===== src/rtl/prbs_pkg.sv =====
// Shared constants and tap helpers for the PRBS pattern checker.
package prbs_pkg;

    localparam int unsigned LFSR_W   = 31;
    localparam int unsigned CNT_W    = 5;
    localparam int unsigned SEL_W    = 3;
    localparam int unsigned APB_AW   = 3;
    localparam int unsigned APB_DW   = 32;

    typedef logic [LFSR_W-1:0] lfsr_t;
    typedef logic [CNT_W-1:0]  cnt_t;
    typedef logic [SEL_W-1:0]  sel_t;

    // Polynomial selector codes
    localparam sel_t SEL_N7  = 3'd0;
    localparam sel_t SEL_N9  = 3'd1;
    localparam sel_t SEL_N11 = 3'd2;
    localparam sel_t SEL_N15 = 3'd3;
    localparam sel_t SEL_N23 = 3'd4;
    localparam sel_t SEL_N31 = 3'd5;

    // Register address of poly_select
    localparam logic [APB_AW-1:0] ADDR_POLY_SELECT = 3'd0;

    // Sequence order N; unused codes fall back to PRBS31.
    function automatic cnt_t poly_order(input sel_t sel);
        cnt_t n;
        case (sel)
            SEL_N7:  n = 5'd7;
            SEL_N9:  n = 5'd9;
            SEL_N11: n = 5'd11;
            SEL_N15: n = 5'd15;
            SEL_N23: n = 5'd23;
            default: n = 5'd31;
        endcase
        return n;
    endfunction

    // Next sequence bit: XOR of the two tap cells, cell 0 newest.
    function automatic logic gen_bit(input lfsr_t q, input sel_t sel);
        logic g;
        case (sel)
            SEL_N7:  g = q[6]  ^ q[5];
            SEL_N9:  g = q[8]  ^ q[4];
            SEL_N11: g = q[10] ^ q[8];
            SEL_N15: g = q[14] ^ q[13];
            SEL_N23: g = q[22] ^ q[17];
            default: g = q[30] ^ q[27];
        endcase
        return g;
    endfunction

endpackage


===== src/rtl/prbs_pattern_checker_top.sv =====
// Top level of the PRBS pattern checker: cell chain, seed control, output stage.
//
// PRBS pattern checker. Each transaction on the input channel carries one
// received bit (data_bit) and a record_start flag; each produces exactly one
// result transaction carrying bit_error and seeding. The block accepts one bit
// per clock while in_stall is low: the shift chain of 31 one-bit cells advances
// once per accepted transaction, and the next bit can enter in the following
// cycle. out_valid comes from the single output register, loaded on acceptance;
// in_stall is raised only while that register holds a result that the
// downstream side stalls. poly_select (APB address 0) picks PRBS-7, 9, 11,
// 15, 23 or 31 (codes 6 and 7 act as PRBS-31). After reset or a record_start,
// the first N bits load the chain as seed (seeding=1, bit_error=0); after
// that the chain runs free on its taps and each received bit is compared
// with the generated bit. Write poly_select only while the block is idle.
module prbs_pattern_checker_top (
    input  logic                          clk,
    input  logic                          rst_n,
    // input channel
    input  logic                          in_valid,
    output logic                          in_stall,
    input  logic                          data_bit,
    input  logic                          record_start,
    // result channel
    output logic                          out_valid,
    input  logic                          out_stall,
    output logic                          bit_error,
    output logic                          seeding,
    // configuration port
    input  logic                          psel,
    input  logic                          penable,
    input  logic                          pwrite,
    input  logic [prbs_pkg::APB_AW-1:0]   paddr,
    input  logic [prbs_pkg::APB_DW-1:0]   pwdata,
    output logic [prbs_pkg::APB_DW-1:0]   prdata,
    output logic                          pready
);

    prbs_pkg::sel_t  poly_select_reg;
    prbs_pkg::cnt_t  seed_count_reg;
    prbs_pkg::cnt_t  seed_count_next;
    prbs_pkg::cnt_t  order;
    prbs_pkg::cnt_t  count_eff;
    prbs_pkg::lfsr_t lfsr_q;
    prbs_pkg::lfsr_t lfsr_d;

    logic out_valid_reg;
    logic out_valid_next;
    logic bit_error_reg;
    logic bit_error_next;
    logic seeding_reg;
    logic seeding_next;

    logic in_accept;
    logic cfg_write;
    logic seed_now;
    logic gen;
    logic chain_in;

    // ---------------------------------------------------------------
    // Configuration: single register, always ready.
    // ---------------------------------------------------------------
    assign pready    = 1'b1;
    assign cfg_write = psel && penable && pwrite && pready;
    assign prdata    = (paddr == prbs_pkg::ADDR_POLY_SELECT)
                       ? {{(prbs_pkg::APB_DW-prbs_pkg::SEL_W){1'b0}}, poly_select_reg}
                       : '0;

    always_ff @(posedge clk or negedge rst_n)
    begin
        if (!rst_n)
        begin
            poly_select_reg <= prbs_pkg::SEL_N7;
        end
        else if (cfg_write && (paddr == prbs_pkg::ADDR_POLY_SELECT))
        begin
            poly_select_reg <= pwdata[prbs_pkg::SEL_W-1:0];
        end
    end

    // ---------------------------------------------------------------
    // Handshake: take a new bit whenever the output register is free
    // or is being emptied in this cycle.
    // ---------------------------------------------------------------
    assign in_stall  = out_valid_reg && out_stall;
    assign in_accept = in_valid && !in_stall;

    // ---------------------------------------------------------------
    // Seed control: record_start restarts the count, and seeding lasts
    // while the count is below the order selected now.
    // ---------------------------------------------------------------
    assign order     = prbs_pkg::poly_order(poly_select_reg);
    assign count_eff = record_start ? '0 : seed_count_reg;
    assign seed_now  = (count_eff < order);
    assign gen       = prbs_pkg::gen_bit(lfsr_q, poly_select_reg);
    assign chain_in  = seed_now ? data_bit : gen;

    assign seed_count_next = seed_now ? count_eff + 5'd1 : count_eff;

    always_ff @(posedge clk or negedge rst_n)
    begin
        if (!rst_n)
        begin
            seed_count_reg <= '0;
        end
        else if (in_accept)
        begin
            seed_count_reg <= seed_count_next;
        end
    end

    // ---------------------------------------------------------------
    // Shift chain: cell 0 takes the seed or generated bit, each other
    // cell takes its lower neighbor.
    // ---------------------------------------------------------------
    assign lfsr_d = {lfsr_q[prbs_pkg::LFSR_W-2:0], chain_in};

    for (genvar i = 0; i < prbs_pkg::LFSR_W; i++)
    begin : g_cell
        prbs_cell u_cell (
            .clk      (clk),
            .rst_n    (rst_n),
            .shift_en (in_accept),
            .d        (lfsr_d[i]),
            .q        (lfsr_q[i])
        );
    end

    // ---------------------------------------------------------------
    // Output register: load on accept, drop when taken.
    // ---------------------------------------------------------------
    assign out_valid_next = in_accept || (out_valid_reg && out_stall);
    assign bit_error_next = seed_now ? 1'b0 : (gen ^ data_bit);
    assign seeding_next   = seed_now;

    always_ff @(posedge clk or negedge rst_n)
    begin
        if (!rst_n)
        begin
            out_valid_reg <= 1'b0;
        end
        else
        begin
            out_valid_reg <= out_valid_next;
        end
    end

    always_ff @(posedge clk)
    begin
        if (in_accept)
        begin
            bit_error_reg <= bit_error_next;
            seeding_reg   <= seeding_next;
        end
    end

    assign out_valid = out_valid_reg;
    assign bit_error = bit_error_reg;
    assign seeding   = seeding_reg;

    // ---------------------------------------------------------------
    // Assertions
    // ---------------------------------------------------------------
    a_no_error_while_seeding: assert property (
        @(posedge clk) disable iff (!rst_n)
        out_valid |-> !(seeding && bit_error)
    ) else $error("bit_error raised on a seed bit");

    a_restart_count: assert property (
        @(posedge clk) disable iff (!rst_n)
        (in_accept && record_start) |=> (seed_count_reg == 5'd1)
    ) else $error("record_start did not restart the seed count");

    a_accept_fills_output: assert property (
        @(posedge clk) disable iff (!rst_n)
        in_accept |=> out_valid_reg
    ) else $error("accepted transaction produced no result");

    a_seed_bit_loaded: assert property (
        @(posedge clk) disable iff (!rst_n)
        (in_accept && seed_now) |=> (lfsr_q[0] == $past(data_bit))
    ) else $error("seed bit not loaded into cell 0");

endmodule


===== src/rtl/prbs_cell.sv =====
// One stage of the PRBS shift chain: holds one sequence bit.
module prbs_cell (
    input  logic clk,
    input  logic rst_n,
    input  logic shift_en,
    input  logic d,
    output logic q
);

    logic q_reg;
    logic q_next;

    // Take the neighbor's bit on a shift, hold otherwise.
    assign q_next = shift_en ? d : q_reg;

    always_ff @(posedge clk or negedge rst_n)
    begin
        if (!rst_n)
        begin
            q_reg <= 1'b0;
        end
        else
        begin
            q_reg <= q_next;
        end
    end

    assign q = q_reg;

endmodule

===== config.mk =====
export PLATFORM = sky130hd
export DESIGN_NAME = prbs_pattern_checker_top
export DESIGN_NICKNAME = d
export VERILOG_FILES = /design/src/rtl/prbs_pkg.sv /design/src/rtl/prbs_pattern_checker_top.sv /design/src/rtl/prbs_cell.sv
export SDC_FILE = /design/constraint.sdc
export NUM_CORES = 1
export LEC_CHECK = 0
export ABC_AREA = 1
export BUFFER_PORTS_ARGS = -buffer_cell sky130_fd_sc_hd__buf_2
export CAP_MARGIN = 25
export CORE_UTILIZATION = 50
export DETAILED_ROUTE_END_ITERATION = 7
export GPL_ROUTABILITY_DRIVEN = 0
export PLACE_DENSITY = 0.85
export SYNTH_ARGS = -nofsm -noshare
export SYNTH_HDL_FRONTEND = slang
export SYNTH_SLANG_ARGS = --single-unit
export TNS_END_PERCENT = 100

===== constraint.sdc =====
create_clock -name clk -period 4.7 [get_ports clk]
set_clock_uncertainty 0.1 [all_clocks]
set_input_delay 0.705 -clock clk [delete_from_list [all_inputs] [get_ports clk]]
set_output_delay 0.705 -clock clk [all_outputs]
set_load 0.03 [all_outputs]

Word level (Yosys, flattened, before mapping)
Cells that the tools add are included.
- register bits: 42
- bits of input ports: 44
- output and inout bits: 37
- word-level logic and storage cells: 64
- add/sub/neg operators: 1
- order comparisons: 1
- equality and inequality tests: 4
- muxes and demuxes: 6
- bitwise logic cells: 7
- reduce and logical (&&, ||, !) cells: 9
- operators with widths (cell ; number):
    $pmux W5 S5 ; 1
    $mux W5 ; 2
    $xor A1 B1 Y1 ; 7
    $eq A3 B2 Y1 const B ; 2
    $logic_not A3 Y1 ; 2
    $add A5 B1 Y5 const B ; 1
    $logic_and A1 B1 Y1 ; 5
    $lt A5 B5 Y1 ; 1
    $pmux W1 S5 ; 1
    $eq A3 B1 Y1 const B ; 1
    $eq A3 B3 Y1 const B ; 1
    $mux W3 ; 1
    $logic_not A1 Y1 ; 1
    $logic_or A1 B1 Y1 ; 1
    $mux W1 ; 1

Longest topological paths before layout
Gate-level depths: netlist of the first run.
- word-level depth: 4
- mapped depth: 12
- depth with buffers taken out: 12

Cells and area by module
A second synthesis of the first run with hierarchy kept.
- cells, all modules: 299
- area total of the unflattened synthesis: 2279.7 um^2
- modules (own cells, without submodules) (module ; instances ; cells each ; area each (um^2) ; sequential area each (um^2)):
    prbs_cell ; 31 ; 5 ; 40.0 ; 25.0
    prbs_pattern_checker_top ; 1 ; 144 ; 1038.5 ; 285.3

Worst setup path before layout of the first run
OpenSTA, ideal clock, no wires.
- path type: in2out
- start point: in paddr[1] (netlist name)
- end point: out prdata[0] (netlist name)
- arrival: 1.556 ns
- required time: 3.895 ns
- setup slack: 2.339 ns
- stages on the path: 2
- path buffers: 0
- cells stage by stage: or3_1 -> nor2_1
- word-level cells in the longest chain between the ends: 2
- ends and longest elaborated chain (item ; line ; text):
    from (decl) ; prbs_pattern_checker_top.sv:32 ; input logic [prbs_pkg::APB_AW-1:0] paddr,
    $logic_not A3 Y1 ; prbs_pattern_checker_top.sv:64 ; assign prdata = (paddr == prbs_pkg::ADDR_POLY_SELECT)
    $mux W3 ; prbs_pattern_checker_top.sv:65 ; ? {{(prbs_pkg::APB_DW-prbs_pkg::SEL_W){1'b0}}, poly_select_reg}
    to (decl) ; prbs_pattern_checker_top.sv:34 ; output logic [prbs_pkg::APB_DW-1:0] prdata,
No other way between the ends.

Worst setup path in the final report of the first run
- start point: in paddr[1] (netlist name)
- end point: out prdata[2] (netlist name)
Same word-level chain as after synthesis.

==> results of run 1 <==
-- cells in the final DEF, fill, tap and decap left out --
master      synthesis  routed
nand4_1             1       1
dfrtp_1            40      40
o21ai_1             7       7
nand3b_1            1       1
conb_1              2      30
nor2_4              2       2
nand4_2             1       1
xor2_1              3       3
buf_2               5      21
nor2_1             10      10
nand3_4             1       1
a21oi_1             3       3
or3_1               1       1
bufinv_16           0       1
nor4_1              1       1
o22ai_1             1       1
nand3_1             7       7
nand2_2             1       1
xnor2_1             2       2
inv_2               7       7
nand2_1            89      89
ha_1                5       5
o21ai_2             2       2
clkbuf_1            2       1
edfxtp_1            2       2
clkinvlp_4          0       1
clkbuf_8            0       5
nor2_2              4       4
nand3_2             2       2
inv_1              20      20
buf_4              30       1
o21ai_0            18      18
-- cell usage after synthesis --
library cell | number | area, sq um
nand3_1 | 7 | 35.03
nand3_4 | 1 | 17.52
o21ai_2 | 2 | 17.52
nor2_1 | 10 | 37.54
or3_1 | 1 | 6.260
o21ai_1 | 7 | 35.03
o21ai_0 | 18 | 90.09
nand2_1 | 89 | 334.1
buf_2 | 5 | 25.02
o22ai_1 | 1 | 6.260
xor2_1 | 3 | 26.28
nand3b_1 | 1 | 7.510
nand2_2 | 1 | 6.260
nor2_4 | 2 | 22.52
ha_1 | 5 | 62.56
edfxtp_1 | 2 | 60.06
dfrtp_1 | 40 | 1001
a21oi_1 | 3 | 15.01
nand4_1 | 1 | 6.260
inv_1 | 20 | 75.07
conb_1 | 2 | 7.510
inv_2 | 7 | 26.28
nand3_2 | 2 | 20.02
clkbuf_1 | 2 | 7.510
nor4_1 | 1 | 6.260
buf_4 | 30 | 225.2
xnor2_1 | 2 | 17.52
nor2_2 | 4 | 25.02
nand4_2 | 1 | 12.51
-- critical path, stage by stage --
cell and delay [ps]:
buf_2 90, or3_1 430, nor2_1 110, buf_2 200
-- through the flow --
stage / utilization / setup WS [ps] / instance area [sq um] / power [mW]
2_1_floorplan: - / 2339 / 2340 / 0.6956
3_3_place_gp: 0.5447 / 2360 / 2257 / 0.7221
3_5_place_dp: 0.5447 / 2346 / 2257 / 0.7345
4_1_cts: 0.5713 / 2346 / 2367 / 1.019
5_1_grt: 0.5713 / 2262 / 2367 / 1.076
6_report: 0.5713 / 2355 / 2367 / 1.009
-- worst max path at each step --
stage | start | to | slack [ps] | cells after the start
after floorplan | paddr[1] | prdata[0] | 2340 | 2
after global placement | paddr[1] | prdata[2] | 2360 | 4
after detailed placement | paddr[1] | prdata[2] | 2350 | 4
after CTS | paddr[1] | prdata[2] | 2350 | 4
after global routing | paddr[1] | prdata[2] | 2260 | 4
final | paddr[1] | prdata[2] | 2360 | 4
-- power breakdown --
group	switching, mW	internal (mW)
Clock	0.122	0.158
Sequential	0.0461	0.440
Combinational	0.166	0.0765
Total	0.334	0.675
-- cells by family after synthesis --
| logic type | count (synthesis) | synth area share |
|---|---|---|
| and+or+nand+nor | 121 | 0.2402 |
| other | 2 | 0.003361 |
| AOI/OAI and AO/OA | 31 | 0.07335 |
| buffers and inverters | 64 | 0.1607 |
| DFF | 42 | 0.4748 |
| adders and majority gates | 5 | 0.02800 |
| xor gates and xnor gates | 5 | 0.01960 |
-- area by class of cell --
type / count / area [sq um] / area share
Sequential cell: 42 / 1061 / 0.4482
Timing Repair Buffer: 22 / 112.6 / 0.04757
Clock buffer: 6 / 72.57 / 0.03066
Tap cell: 50 / 62.56 / 0.02643
Multi-Input combinational cell: 192 / 919.6 / 0.3885
Clock inverter: 2 / 37.54 / 0.01586
Inverter: 27 / 101.3 / 0.04281
-- layer usage --
metal | wire [microns] | up-vias | part of all wire | global-route usage
met3 | 165 | 5 | 0.046 | 0.03947
met5 | 0 | - | 0 | 0
li1 | - | 817 | - | -
met1 | 1578 | 737 | 0.44 | 0.2125
met2 | 1772 | 47 | 0.50 | 0.2731
met4 | 43 | 0 | 0.012 | 0.07398
==> impl_metrics.tcl, run 1 <==
set metrics [dict create \
    fin_crit_ps 2345 \
    grt_max_degree 42 \
    synth.avg_cell_area_sq_um 8.276 \
    final_max_slew_viol_count 0 \
    cts-resized-gates 0 \
    cts_sinks 42 \
    whs_endpoint "g_cell[21].u_cell.q" \
    rrSetupSlack_ps 2560 \
    hp-start "g_cell[21].u_cell.q" \
    postRouteAntennaNets 0 \
    worst_slew_pin_slew_ps 846.5 \
    rows 23 \
    overflow 0 \
    irDropWorstVdd_mv 0.2229 \
    grt_pass1_wl_mm 5.733 \
    drt_iter0_drc 96 \
    die_area_sq_um 4740 \
    die_width_microns 68.85 \
    crit_type "in -> out" \
    nets 339 \
    ctsHoldBuffers 0 \
    numCtsBuffers 5 \
    grt_pass1_vias 1383 \
    cts_max_level 2 \
    fmax_mhz 426.5 \
    port_buffers 21 \
    clock_latency_ps 290 \
    hold_path_class "reg -> reg" \
    viasPerCell 4.710 \
    clkTransAtPathRegs_ps 80 \
    maxSlewHeadroom 0.4356 \
    initial_utilization 0.5393 \
    ys_types 29 \
    critPathArrivalTime_ps 1540 \
    drc_errors 0 \
    diodes 0 \
    r2r-start "poly_select_reg[0]" \
    largest_reg_flops 31 \
    cap_violations 0 \
    fillers 379 \
    timing.hold.ws_ps 374.4 \
    grt_usage 0.1680 \
    rr_endpoint "seed_count_reg[3]" \
    status "complete, no violations" \
    syn_inst 270 \
    instances_no_fill 341 \
    setup_viol 0 \
    netlist_area_sq_um 2235 \
    required_ps 3890 \
    area_delta_synth_final_pct 5.935 \
    dp.cells 333 \
    clockRootBuffer "clkbuf_8" \
    fin_crit_sh 0.4989 \
    die_y_microns 68.85 \
    hold_path_depth 2 \
    antenna_found_initial 0 \
    p_leak_nw 1.261 \
    core_area_sq_um 4144 \
    dpl.hpwl_mm 2.505 \
    cts_setup_buffers 0 \
    yosysSeqAreaShare 0.4748 \
    drt_wl_total_mm 3.559 \
    cts_max_path_buffers 2 \
    yosys_warnings 0 \
    hold_viol_final 0 \
    p_per_area_nw_per_um2 426.4 \
    layout-drive-gt1-share 0.1684 \
    cp-end-kind "primary output" \
    wl_per_cell_microns 10.44 \
    ios 81 \
    reg2regPathDepth 11 \
    crit_fanout 4 \
    cts_tree "done" \
    rsz0062_at_grt "no" \
    synth-seq-cells 42 \
    tns_ps 0 \
    cp-start-kind "primary input" \
    vias 1606 \
    drt_first_pass_iters 4 \
]
No activity file was read; power rests on OpenSTA's default activity.
==> run 2: changes to the inputs <==
--- a/config.mk
+++ b/config.mk
@@ -8,10 +8,10 @@
 export ABC_AREA = 1
 export BUFFER_PORTS_ARGS = -buffer_cell sky130_fd_sc_hd__buf_2
 export CAP_MARGIN = 25
-export CORE_UTILIZATION = 50
+export CORE_UTILIZATION = 45
 export DETAILED_ROUTE_END_ITERATION = 7
 export GPL_ROUTABILITY_DRIVEN = 0
-export PLACE_DENSITY = 0.85
+export PLACE_DENSITY = 0.81
 export SYNTH_ARGS = -nofsm -noshare
 export SYNTH_HDL_FRONTEND = slang
 export SYNTH_SLANG_ARGS = --single-unit
==> constraint.sdc (replaced) <==
create_clock -name clk -period 1.9 [get_ports clk]
set_clock_uncertainty 0.1 [all_clocks]
set_input_delay 0.285 -clock clk [delete_from_list [all_inputs] [get_ports clk]]
set_output_delay 0.285 -clock clk [all_outputs]
set_load 0.03 [all_outputs]
==> impl_metrics.tcl, run 2 (same netlist as run 1, synthesis figures left out) <==
set metrics [dict create \
    status "finished with violations" \
    violations "negative setup slack" \
    layout-drive-gt1-share 0.2428 \
    p_leak_nw 1.356 \
    diodes 0 \
    cts_sinks 42 \
    die_area_sq_um 5252 \
    clkTransAtPathRegs_ps 80 \
    vias 1686 \
    rsz0062_at_grt "yes" \
    largest_reg_flops 31 \
    cp_top_family "simple AND/OR/NAND/NOR gates" \
    slowest_stage "dfrtp_1" \
    drt_iter0_drc 69 \
    fin_crit_ps 2035 \
    hold_path_class "in -> reg" \
    drc_errors 0 \
    crit_chain "nor2_2 -> nand2_2 -> o21ai_2 -> ha_1 -> nand2_1 -> inv_2 -> o21ai_4 -> nand3_4 -> nor2_4 -> nand2_1 -> xor2_1" \
    grt_usage 0.1623 \
    required_ps 1990 \
    p_total_mw 2.524 \
    p_clk_frac 0.234 \
    critPathArrivalTime_ps 2130 \
    instances_no_fill 380 \
    ios 81 \
    dpl.hpwl_mm 2.526 \
    worst_slack_ps -135.3 \
    crit_type "reg -> reg" \
    grt_max_degree 41 \
    die_width_microns 72.47 \
    core_area_sq_um 4755 \
    viasPerCell 4.437 \
    p_per_area_nw_per_um2 986.8 \
    grt_pass1_vias 1614 \
    p_sw_frac 0.3515 \
    path_buf_inv 1 \
    multiInputGateArea_sq_um 938.4 \
    initial_utilization 0.4700 \
    power.switching_mw 0.8871 \
    clock_latency_ps 300 \
    area_delta_synth_final_pct 14.45 \
    regArea_sq_um 1061 \
    antenna_found_initial 0 \
    drt_first_pass_iters 4 \
    p_int_mw 1.636 \
    crit_fanout 7 \
    final_max_slew_viol_count 0 \
    max_stage_delay_ps 430 \
    cap_violations 0 \
    irDropWorstVdd_mv 0.4029 \
    post-route-util 0.5379 \
    fmax_mhz 491.3 \
    setup_viol 7 \
    postRouteAntennaNets 0 \
    final_cell_mix "86 x nand2_1, 40 x dfrtp_1, 30 x conb_1" \
    path_common_cell "nand2_1" \
    nets 361 \
    cp-start-kind "flop" \
    fillers 435 \
    wl_per_cell_microns 10.08 \
    hold_viol_final 0 \
    rrSetupSlack_ps -140 \
    die_y_microns 72.47 \
    overflow 0 \
    combPwrFrac 0.291 \
    mostFrequentLayoutCell "nand2_1" \
    cp-end-kind "flop" \
    fin_crit_sh 1.071 \
    power_frac_seq 0.475 \
    tns_ps -662.4 \
    port_buffers 21 \
    timing.hold.ws_ps 102.0 \
    cts_tree "done" \
    clockRootBuffer "clkbuf_8" \
    grt_pass1_wl_mm 6.506 \
    drt_wl_total_mm 3.829 \
    cts_max_path_buffers 2 \
    dp.cells 362 \
    cts_max_level 2 \
    rows 25 \
    numCtsBuffers 5 \
]
==> run 2: metrics by stage <==
step,instance area [sq um],setup slack (ps)
final,2557,-135.3
after global routing,2557,-250.3
after CTS,2522,-75.44
after detailed placement,2369,-73.75
after global placement,2369,-49.69
after floorplan,2340,-1.930
==> run 2: worst min-delay path, cell delays in order <==
cell and delay (ps):
buf_2 70, nand2_1 40, o21ai_0 60
==> run 2: worst paths after layout <==
path,from,to,cells after the start
max,poly_select_reg[0],seed_count_reg[2],11
min,pwdata[0],poly_select_reg[0],3
max reg2reg,poly_select_reg[0],seed_count_reg[2],11
min reg2reg,g_cell[20].u_cell.q,g_cell[20].u_cell.q,2
max in group asynchronous,rst_n,g_cell[20].u_cell.q,3
min in group asynchronous,rst_n,g_cell[0].u_cell.q,3
==> run 2: layout make-up <==
type | count | share of cell area
clock inverter | 3 | 0.009296
clock buffer | 5 | 0.02691
timing repair buffer | 44 | 0.1096
tap | 67 | 0.03278
multi-input combinational | 192 | 0.3669
sequential | 42 | 0.4149
inverter | 27 | 0.03963
==> run 2: power by group through the flow <==
stage                     clock network [mW]  registers [mW]  logic, mW
after floorplan                            0            1.20      0.522
after global placement                     0            1.21      0.635
after detailed placement                   0            1.21      0.655
after CTS                              0.604            1.20      0.712
after global routing                   0.651            1.23      0.827
final                                  0.591            1.20      0.733
==> run 2: what timing repair did <==
action                     CTS  global route
gates resized for setup      3             4
hold buffers                 1             0
pin swaps                    4             8
setup endpoints to repair    6             8
hold endpoints to repair    40             0
cloned                       0             0
setup buffers                7             3
==> run 2: per-layer routing <==
| layer | wire length (microns) | vias up | global-route usage |
|---|---|---|---|
| li1 | - | 860 | - |
| met1 | 1732 | 760 | 0.1864 |
| met2 | 1746 | 54 | 0.2658 |
| met3 | 249 | 12 | 0.06389 |
| met4 | 101 | 0 | 0.07625 |
| met5 | 0 | - | 0 |
==> run 3: changes to the inputs <==
--- a/config.mk
+++ b/config.mk
@@ -5,13 +5,12 @@
 export SDC_FILE = /design/constraint.sdc
 export NUM_CORES = 1
 export LEC_CHECK = 0
-export ABC_AREA = 1
 export BUFFER_PORTS_ARGS = -buffer_cell sky130_fd_sc_hd__buf_2
 export CAP_MARGIN = 25
-export CORE_UTILIZATION = 45
+export CORE_UTILIZATION = 44
 export DETAILED_ROUTE_END_ITERATION = 7
 export GPL_ROUTABILITY_DRIVEN = 0
-export PLACE_DENSITY = 0.81
+export PLACE_DENSITY = 0.79
 export SYNTH_ARGS = -nofsm -noshare
 export SYNTH_HDL_FRONTEND = slang
 export SYNTH_SLANG_ARGS = --single-unit
==> impl_metrics.tcl, run 3 <==
set metrics [dict create \
    crit_fanout 5 \
    required_ps 1990 \
    synth.avg_cell_area_sq_um 8.900 \
    cts_tree "done" \
    rr_endpoint "seed_count_reg[3]" \
    clkTransAtPathRegs_ps 80 \
    port_buffers 21 \
    synth_commonest_cells "98 x nand2_1, 40 x dfrtp_1, 30 x buf_4" \
    largest_reg_flops 31 \
    fmax_mhz 493.8 \
    p_leak_nw 1.371 \
    netlist_area_sq_um 2207 \
    yosys_warnings 0 \
    synth.most_common_cell "nand2_1" \
    nets 331 \
    fin_crit_sh 1.066 \
    cap_violations 0 \
    synth_largest_area_cell "dfrtp_1" \
    grt_pass1_vias 1456 \
    cts_max_level 2 \
    setup_viol 6 \
    met3_usage 0.04420 \
    mostFrequentLayoutCell "nand2_1" \
    overflow 0 \
    grt_busiest_layer "met2" \
    hold_viol_final 0 \
    setup.worst_path.end "seed_count_reg[3]" \
    dpl.hpwl_mm 2.544 \
    synth-seq-cells 42 \
    hold_path_class "in -> reg" \
    violations "negative setup slack" \
    synth_area_leaders "dfrtp_1 45%, nand2_1 17%, buf_4 10%" \
    critPathArrivalTime_ps 2110 \
    synth-edff-count 2 \
    grtUsageMet1 0.1957 \
    ys_types 40 \
    yosysSeqAreaShare 0.4807 \
    synth_top_area_frac 0.4535 \
    timing.hold.ws_ps 98.56 \
    grt_pass1_wl_mm 6.548 \
    multiInputGateArea_sq_um 1001 \
    async_flop_share 0.9524 \
    vias 1590 \
    post-route-util 0.5239 \
    fillers 447 \
    cp-end-kind "flop" \
    layout-drive-gt1-share 0.2163 \
    diodes 0 \
    regArea_sq_um 1061 \
    p_per_area_nw_per_um2 1017 \
    grt_max_degree 41 \
    tns_ps -472.8 \
    clock_latency_ps 300 \
    area_delta_synth_final_pct 13.61 \
    grt_usage 0.1614 \
    rows 25 \
    clockRootBuffer "clkbuf_8" \
    numCtsBuffers 5 \
    ios 81 \
    fin_crit_ps 2025 \
    die_area_sq_um 5303 \
    ys.flop_type "dfrtp_1" \
    drt_first_pass_iters 4 \
    crit_type "reg -> reg" \
    status "finished with violations" \
    die_width_microns 72.83 \
    rsz0062_at_grt "yes" \
    drt_wl_total_mm 3.709 \
    drt_iter0_drc 81 \
    grt_util_met2 0.2762 \
    cp-start-kind "flop" \
    viasPerCell 4.556 \
    final_cell_mix "98 x nand2_1, 40 x dfrtp_1, 30 x conb_1" \
    p_total_mw 2.550 \
    crit_path_start "poly_select_reg[0]" \
    worst_slack_ps -125.2 \
    syn_inst 248 \
    rrSetupSlack_ps -130 \
    antenna_found_initial 0 \
    postRouteAntennaNets 0 \
    die_y_microns 72.83 \
    reg2regPathDepth 8 \
    cts_sinks 42 \
    irDropWorstVdd_mv 0.5190 \
    wl_per_cell_microns 10.63 \
    r2r-start "poly_select_reg[0]" \
    drc_errors 0 \
    core_area_sq_um 4786 \
    cts_max_path_buffers 2 \
    initial_utilization 0.4612 \
    pre_cts_ws_ps -232.5 \
    final_max_slew_viol_count 0 \
]
## run 3: cell types whose count changed in the layout (fill, tap and decap cells not counted), moves of 4 or more
cell,change
nand2_1,+12
buf_4,-8
and2b_2,+5
inv_1,-17
nor2_2,-4
nand3_1,-4
o21ai_0,-16
o21ai_1,-8
inv_2,-7
nand2_2,-4
## run 3: final cells by class
cell class                 count  share of cell area
clock buffer                   6             0.03293
clock inverter                 1             0.01198
inverter                       4            0.006986
multi-input combinational    192              0.3992
sequential                    42              0.4232
tap                           67             0.03343
timing repair buffer          37             0.09232
## run 3: worst min-delay path by stage
stage                    from            endpoint  depth (start not counted)
finish               in_valid           out_valid                          2
global route        pwdata[1]  poly_select_reg[1]                          2
CTS                  in_valid           out_valid                          2
detailed placement      rst_n   seed_count_reg[4]                          2
global placement        rst_n   seed_count_reg[4]                          2
floorplan               rst_n  g_cell[0].u_cell.q                          0
## run 3: worst max-delay path, cell delays in order, from the launching register on
cell and delay, ps:
dfrtp_1 420, xnor2_2 150, nor2_1 60, ha_1 280, a21oi_1 130, a21o_1 170, nand2_4 90, or2_0 210
a221o_1 290
## run 3: power by group
group | internal [mW] | leakage (nW) | switching, mW
sequential | 1.05 | 0.551 | 0.114
clock | 0.420 | 0.0573 | 0.294
combinational | 0.284 | 0.763 | 0.384
## run 3: what timing repair did
action	4_1_cts	5_1_grt
endpoints found under the hold margin	40	0
endpoints found under the setup margin	7	8
pin swaps	7	4
hold buffers	1	0
buffers inserted	1	0
resized for setup	4	1
## run 3: cells by family (layout without fill, tap and decap cells)
| group | Yosys count | after routing | share of synthesized area |
|---|---|---|---|
| DFF | 42 | 42 | 0.4807 |
| and+or+nand+nor | 130 | 130 | 0.2608 |
| xor gates and xnor gates | 7 | 7 | 0.02778 |
| adders and majority gates | 5 | 5 | 0.02834 |
| muxes | 3 | 3 | 0.01474 |
| other | 2 | 30 | 0.003403 |
| AOI/OAI and AO/OA | 17 | 17 | 0.06122 |
| buffers and inverters | 42 | 48 | 0.1230 |
## run 3: stage by stage
step	instance area [sq um]	instances
finish	2507	349
global route	2507	349
CTS	2502	349
detailed placement	2360	340
global placement	2360	340
floorplan	2328	276
## run 3: routing by layer
metal	vias up	wire (microns)
li1	797	-
met4	0	39
met5	-	0
met1	752	1725
met2	36	1767
met3	5	177
